File: src/hdl/ahash_pkg.sv
`default_nettype none
package ahash_pkg;

    localparam int MAX_PIXELS = 64;
    localparam int PIXEL_BITS = 8;
    localparam int IDX_W      = $clog2(MAX_PIXELS);
    localparam int CNT_W      = IDX_W + 1;
    localparam int SUM_W      = PIXEL_BITS + IDX_W;
    localparam int SIDE_W     = 4;
    localparam int MEAN_W     = 8;
    localparam int HASH_W     = 64;

    typedef enum logic [4:0] {
        S_LOAD  = 5'b00001,
        S_DIV   = 5'b00010,
        S_THR   = 5'b00100,
        S_DRAIN = 5'b01000,
        S_DONE  = 5'b10000
    } state_t;

endpackage
`default_nettype wire

File: src/hdl/ahash_div.sv
`default_nettype none
module ahash_div (
    input  wire logic                        clk,
    input  wire logic                        rst_n,
    input  wire logic                        start,
    input  wire logic [ahash_pkg::SUM_W-1:0] dividend,
    input  wire logic [ahash_pkg::CNT_W-1:0] divisor,
    output logic                             done,
    output logic [ahash_pkg::SUM_W-1:0]      quotient
);
    import ahash_pkg::*;

    localparam int BC_W = $clog2(SUM_W);

    logic              busy_reg;
    logic              done_reg;
    logic [BC_W-1:0]   bit_cnt_reg;
    logic [CNT_W-1:0]  rem_reg;
    logic [CNT_W-1:0]  dvs_reg;
    logic [SUM_W-1:0]  quo_reg;
    logic [CNT_W:0]    trial;
    logic              q_bit;
    logic [CNT_W:0]    diff;

    // restoring division, one quotient bit per cycle
    always_comb
    begin
        trial = {rem_reg, quo_reg[SUM_W-1]};
        diff  = trial - {1'b0, dvs_reg};
        q_bit = (trial >= {1'b0, dvs_reg});
    end

    always_ff @(posedge clk or negedge rst_n)
    begin
        if (!rst_n)
        begin
            busy_reg    <= 1'b0;
            done_reg    <= 1'b0;
            bit_cnt_reg <= '0;
        end
        else
        begin
            done_reg <= 1'b0;
            if (start)
            begin
                busy_reg    <= 1'b1;
                bit_cnt_reg <= '0;
            end
            else if (busy_reg)
            begin
                bit_cnt_reg <= bit_cnt_reg + 1'b1;
                if (bit_cnt_reg == BC_W'(SUM_W - 1))
                begin
                    busy_reg <= 1'b0;
                    done_reg <= 1'b1;
                end
            end
        end
    end

    always_ff @(posedge clk)
    begin
        if (start)
        begin
            quo_reg <= dividend;
            rem_reg <= '0;
            dvs_reg <= divisor;
        end
        else if (busy_reg)
        begin
            quo_reg <= {quo_reg[SUM_W-2:0], q_bit};
            rem_reg <= q_bit ? diff[CNT_W-1:0] : trial[CNT_W-1:0];
        end
    end

    assign done     = done_reg;
    assign quotient = quo_reg;

endmodule
`default_nettype wire

File: src/hdl/average_hash_from_thumbnail_top.sv
// Pixels load at one item per cycle while collecting a thumbnail of N pixels.
// After the last pixel: bit-serial division of the pixel sum by the count, then the mean is taken,
// then the pixel memory is read for the threshold pass; the result is registered
// after the drain state, later while the previous one waits on m_tready.
// No pixels are taken meanwhile: s_tready is high only while loading.
// rst_n is asynchronous, active low: side 8, sums and counts zero.
`default_nettype none
module average_hash_from_thumbnail_top (
    input  wire logic                         clk,
    input  wire logic                         rst_n,
    input  wire logic                         cfg_we,
    input  wire logic [ahash_pkg::SIDE_W-1:0] cfg_wdata,   // side_length
    input  wire logic                         s_tvalid,
    output logic                              s_tready,
    input  wire logic [7:0]                   s_tdata,     // pixel[7:0]
    output logic                              m_tvalid,
    input  wire logic                         m_tready,
    output logic [71:0]                       m_tdata      // hash[63:0], mean_level[71:64]
);
    import ahash_pkg::*;

    state_t                 state_reg;
    logic [SIDE_W-1:0]      side_reg;
    logic [CNT_W-1:0]       count_reg;
    logic [SUM_W-1:0]       sum_reg;
    logic [IDX_W-1:0]       idx_reg;
    logic [IDX_W-1:0]       rd_idx_reg;
    logic                   rd_vld_reg;
    logic [PIXEL_BITS-1:0]  rd_data_reg;
    logic [MEAN_W-1:0]      mean_reg;
    logic [HASH_W-1:0]      hash_reg;
    logic                   out_valid_reg;
    logic [HASH_W-1:0]      out_hash_reg;
    logic [MEAN_W-1:0]      out_mean_reg;

    logic [PIXEL_BITS-1:0]  pixel_store [MAX_PIXELS];

    logic [2*SIDE_W-1:0]    square;
    logic [CNT_W-1:0]       target;
    logic [CNT_W-1:0]       count_next;
    logic [SUM_W-1:0]       sum_next;
    logic [PIXEL_BITS-1:0]  pix;
    logic                   accept;
    logic                   last_pix;
    logic                   div_done;
    logic [SUM_W-1:0]       quotient;
    logic                   out_free;

    always_comb
    begin
        square = side_reg * side_reg;
        if (square == '0)
            target = CNT_W'(1);
        else if (square > (2*SIDE_W)'(MAX_PIXELS))
            target = CNT_W'(MAX_PIXELS);
        else
            target = square[CNT_W-1:0];
        pix        = s_tdata[PIXEL_BITS-1:0];
        accept     = s_tvalid && s_tready;
        count_next = count_reg + 1'b1;
        sum_next   = sum_reg + SUM_W'(pix);
        last_pix   = (count_next >= target);
        out_free   = !out_valid_reg || m_tready;
    end

    assign s_tready = (state_reg == S_LOAD);

    ahash_div u_div (
        .clk      (clk),
        .rst_n    (rst_n),
        .start    (accept && last_pix),
        .dividend (sum_next),
        .divisor  (count_next),
        .done     (div_done),
        .quotient (quotient)
    );

    always_ff @(posedge clk or negedge rst_n)
    begin
        if (!rst_n)
        begin
            state_reg     <= S_LOAD;
            side_reg      <= SIDE_W'(8);
            count_reg     <= '0;
            sum_reg       <= '0;
            idx_reg       <= '0;
            rd_vld_reg    <= 1'b0;
            out_valid_reg <= 1'b0;
        end
        else
        begin
            if (m_tready)
                out_valid_reg <= 1'b0;
            rd_vld_reg <= 1'b0;
            if (cfg_we)
            begin
                side_reg  <= cfg_wdata;
                count_reg <= '0;
                sum_reg   <= '0;
            end
            unique case (state_reg)
                S_LOAD:
                begin
                    if (accept)
                    begin
                        count_reg <= count_next;
                        sum_reg   <= sum_next;
                        if (last_pix)
                            state_reg <= S_DIV;
                    end
                end
                S_DIV:
                begin
                    idx_reg <= '0;
                    if (div_done)
                        state_reg <= S_THR;
                end
                S_THR:
                begin
                    rd_vld_reg <= 1'b1;
                    idx_reg    <= idx_reg + 1'b1;
                    if ({1'b0, idx_reg} == count_reg - 1'b1)
                        state_reg <= S_DRAIN;
                end
                S_DRAIN:
                begin
                    state_reg <= S_DONE;
                end
                S_DONE:
                begin
                    if (out_free)
                    begin
                        out_valid_reg <= 1'b1;
                        count_reg     <= '0;
                        sum_reg       <= '0;
                        state_reg     <= S_LOAD;
                    end
                end
                default:
                begin
                    state_reg <= S_LOAD;
                end
            endcase
        end
    end

    always_ff @(posedge clk)
    begin
        if (accept)
            pixel_store[count_reg[IDX_W-1:0]] <= pix;
        rd_data_reg <= pixel_store[idx_reg];
        rd_idx_reg  <= idx_reg;
    end

    always_ff @(posedge clk)
    begin
        if (div_done)
        begin
            mean_reg <= quotient[MEAN_W-1:0];
            hash_reg <= '0;
        end
        else if (rd_vld_reg)
            hash_reg[rd_idx_reg] <= (rd_data_reg > mean_reg);
        if (state_reg == S_DONE && out_free)
        begin
            out_hash_reg <= hash_reg;
            out_mean_reg <= mean_reg;
        end
    end

    assign m_tvalid = out_valid_reg;
    assign m_tdata  = {out_mean_reg, out_hash_reg};

endmodule
`default_nettype wire

File: config.mk
export PLATFORM = sky130hd
export DESIGN_NAME = average_hash_from_thumbnail_top
export DESIGN_NICKNAME = d
export VERILOG_FILES = /design/src/hdl/ahash_pkg.sv /design/src/hdl/ahash_div.sv /design/src/hdl/average_hash_from_thumbnail_top.sv
export SDC_FILE = /design/constraint.sdc
export NUM_CORES = 1
export LEC_CHECK = 0
export BUFFER_PORTS_ARGS = -buffer_cell sky130_fd_sc_hd__buf_2
export CELL_PAD_IN_SITES_DETAIL_PLACEMENT = 1
export CELL_PAD_IN_SITES_GLOBAL_PLACEMENT = 1
export CORE_MARGIN = 4
export CORE_UTILIZATION = 50
export DETAILED_ROUTE_END_ITERATION = 6
export PLACE_DENSITY_LB_ADDON = 0.25
export SLEW_MARGIN = 20
export SYNTH_ARGS = -nofsm -noshare
export SYNTH_HDL_FRONTEND = slang
export SYNTH_SLANG_ARGS = --single-unit
File: constraint.sdc
create_clock -name clk -period 6.72 [get_ports clk]
set_clock_uncertainty 0.2 [all_clocks]
set_input_delay 0 -clock clk [delete_from_list [all_inputs] [get_ports clk]]
set_output_delay 0 -clock clk [all_outputs]
set_load 0.1 [all_outputs]
==> results.toml <==
[outcome]
outcome = "completed"

[worst_setup_path]
timing.rr.start = "side_reg[3]"
rr_endpoint = "u_div.quotient[13]"
cp_cell_sequence = "and2_1 > ha_1 > xor2_1 > or4_1 > nor2_1 > a21oi_1 > or3b_2 > ha_1 > o21ai_0 > o21ai_0 > o211ai_1 > nor2_4 > buf_4 > a21oi_1"
critPathSlowestCell = "dfstp_2"
cp-startpoint = "side_reg[3]"
r2r_slack_ns = 2.06
ff2ff_path_depth = 14
critPathRequiredTime_ns = 6.87
cp_max_fo = 26
crit_arrival_ns = 4.81
worstSetupStartpointType = "flip-flop"
slowest_delay_ns = 0.58
cp-endpoint = "u_div.quotient[13]"
end_kind = "flip-flop"
crit_type = "flip-flop to flip-flop"

[job]
max_cap_violations = 0

[power]
swShare_pct = 19.8
p_per_area_mw_per_mm2 = 277
intPower_mw = 7.50
leakage_nw = 11.5
pwr-share-comb_pct = 1.4
clock_power_share_pct = 45.4
switchingPower_mw = 1.85
vdd_ir_drop_max_mv = 0.210
p_seq_share_pct = 53.2

[timing]
final.setup.tns_ns = 0
slew_viol_final = 0
layout_min_cycle_time_ns = 4.66
setup_viol = 0
rsz0062_at_grt = "false"
hold_viol = 0
tightestPinTransition_ns = 1.05
relSlewSlack_pct = 29.5
period_share_pct = 69.4
fin_hold_ws_ns = 0.0932
setup_slack_ns = 2.06
max_freq_ghz = 0.214

[logic_synthesis]
synth.top_cell.area_share_pct = 61.8
yosys_warnings = 0
yosysTopAreaCell = "edfxtp_1"
yosysUniqueCellTypes = 71
syn_inst = 1826
ys.flop_type = "edfxtp_1"
yosysMostFrequentCell = "edfxtp_1"
yosys-top-cells-area = "edfxtp_1 62%, mux4_2 9.2%, dfxtp_1 5.7%"
netlist_area_mm2 = 0.0298
async_flop_share_pct = 5.93
yosys_register_bits = 742
synth-edff-count = 613
postSynthAreaPerCell_um2 = 16.3
syn_nets = 1882
synth_seq_area_share_pct = 71.2
synth_commonest_cells = "613 x edfxtp_1, 128 x nor2_1, 122 x mux4_2"

[layout]
antenna-diode-count = 0
area_growth_pct = 13.4
num-nets-final = 2003
drive_gt1_share_pct = 19.5
largest_reg_flops = 512

[placed_design]
hpwl_um = 46700
io_buffers = 90
place_congestion = 0.820
place_ws_ns = 2.12

[clock_network]
clk_latency_ns = 0.62
cts_buffer_depth = 3
cts_max_level = 3
cts_buffers = 78
cts_hold_buf = 27
clk_pin_slew_ns = 0.06
cts_resized = 0
post_cts_buffers = 0
numClockSinks = 742
cts_tree = "done"
root_buffer = "clkbuf_16"

[routing]
antenna_left = 0
drc = 0
drt-total-wl_um = 74400
drt_iter0_markers = 1404
routedWlPerCell_um = 26.7
drt-vias-per-instance = 6.10
dr.pass1.iters = 5
dr_total_vias = 16973

[global_route]
grt_pass1_vias = 17966
grt_remaining_overflow = 0
grt_pass1_wl_um = 113000
grt_antenna_before_repair = 0
grt_max_degree = 93
track_usage_pct = 23.6

[die]
core_mm2 = 0.0590
fp.dieW_um = 252
dieArea_mm2 = 0.0636
dieHeight_um = 252
num_rows = 89
start_util_pct = 50.5
num_io_pins = 91

[worst_hold_path]
hold_class = "input port to flip-flop"
[per-stage QoR]
step	area, µm²	std cells	power, mW	utilization [%]
2_1_floorplan	29800	1826	5.10	-
3_3_place_gp	31000	2613	5.18	52.5
3_5_place_dp	31000	2613	5.19	52.5
4_1_cts	33800	2781	9.43	57.3
5_1_grt	33800	2781	9.65	57.3
6_report	33800	2781	9.35	57.3
[cell families (layout without fill, tap and decap cells)]
logic type,count (synthesis),after routing,synth area share (%)
compound gates,281,281,5.77
xor+xnor,33,33,0.970
fa+ha+maj,39,39,1.69
buf+inv,134,316,2.07
flops,742,742,71.2
mux,192,192,11.7
simple gates,405,405,6.60
[power by group through the flow]
stage	Sequential [mW]	Combinational (mW)	Clock [mW]
floorplan	5.07	0.0352	0
global placement	5.07	0.112	0
detailed placement	5.07	0.122	0
CTS	4.97	0.135	4.32
global route	4.97	0.148	4.53
finish	4.97	0.135	4.24
[layout make-up]
cell class,instances,area (µm²)
Sequential cell,742,21200
Tap cell,773,967
Clock buffer,109,2170
Multi-Input combinational cell,950,8010
Clock inverter,32,343
Fill cell,5408,25200
Inverter,30,113
Timing Repair Buffer,145,968
[metal layers]
metal	GRT usage (%)	routed length [µm]	up-vias
met4	7.38	2040	0
li1	-	-	7368
met1	32.4	30300	8880
met3	4.87	5470	125
met2	38.5	36500	600
met5	0	0	-
[worst min path at each step]
stage,from,endpoint,cells past startpoint
finish,s_tdata[2],pixel_store[0][2],2
global route,s_tdata[2],pixel_store[0][2],2
CTS,s_tdata[2],pixel_store[0][2],2
detailed placement,rst_n,m_tvalid,2
global placement,rst_n,m_tvalid,2
floorplan,rst_n,count_reg[0],0
[layout by cell type (no fill, tap or decap), types with 10 or more instances in the layout]
cell | synthesis | final
dlygate4sd3_1 | 0 | 27
nand2_1 | 75 | 75
nor3_1 | 19 | 16
nor2_1 | 128 | 128
mux2_2 | 10 | 10
dfrtp_1 | 42 | 39
mux2i_1 | 58 | 58
a22o_1 | 10 | 10
and2_1 | 24 | 24
a21oi_1 | 86 | 85
ha_1 | 37 | 37
clkbuf_16 | 0 | 81
xnor2_1 | 24 | 24
nor2b_1 | 15 | 14
dfxtp_1 | 85 | 85
buf_4 | 8 | 25
nand3_1 | 80 | 80
mux4_2 | 122 | 122
buf_2 | 12 | 90
o21ai_0 | 90 | 90
or2_2 | 11 | 11
clkbuf_1 | 67 | 24
edfxtp_1 | 613 | 613
inv_1 | 30 | 30
a22oi_1 | 33 | 33
[worst max-delay path, delay by kind of cell, from the launching register on]
family / cells / cell delay (ns)
simple gates: 5 / 1.67
buf+inv: 1 / 0.39
fa+ha+maj: 2 / 0.55
flops: 1 / 0.58
xor+xnor: 1 / 0.19
compound gates: 5 / 0.81
No activity file was read; power rests on OpenSTA's default activity.
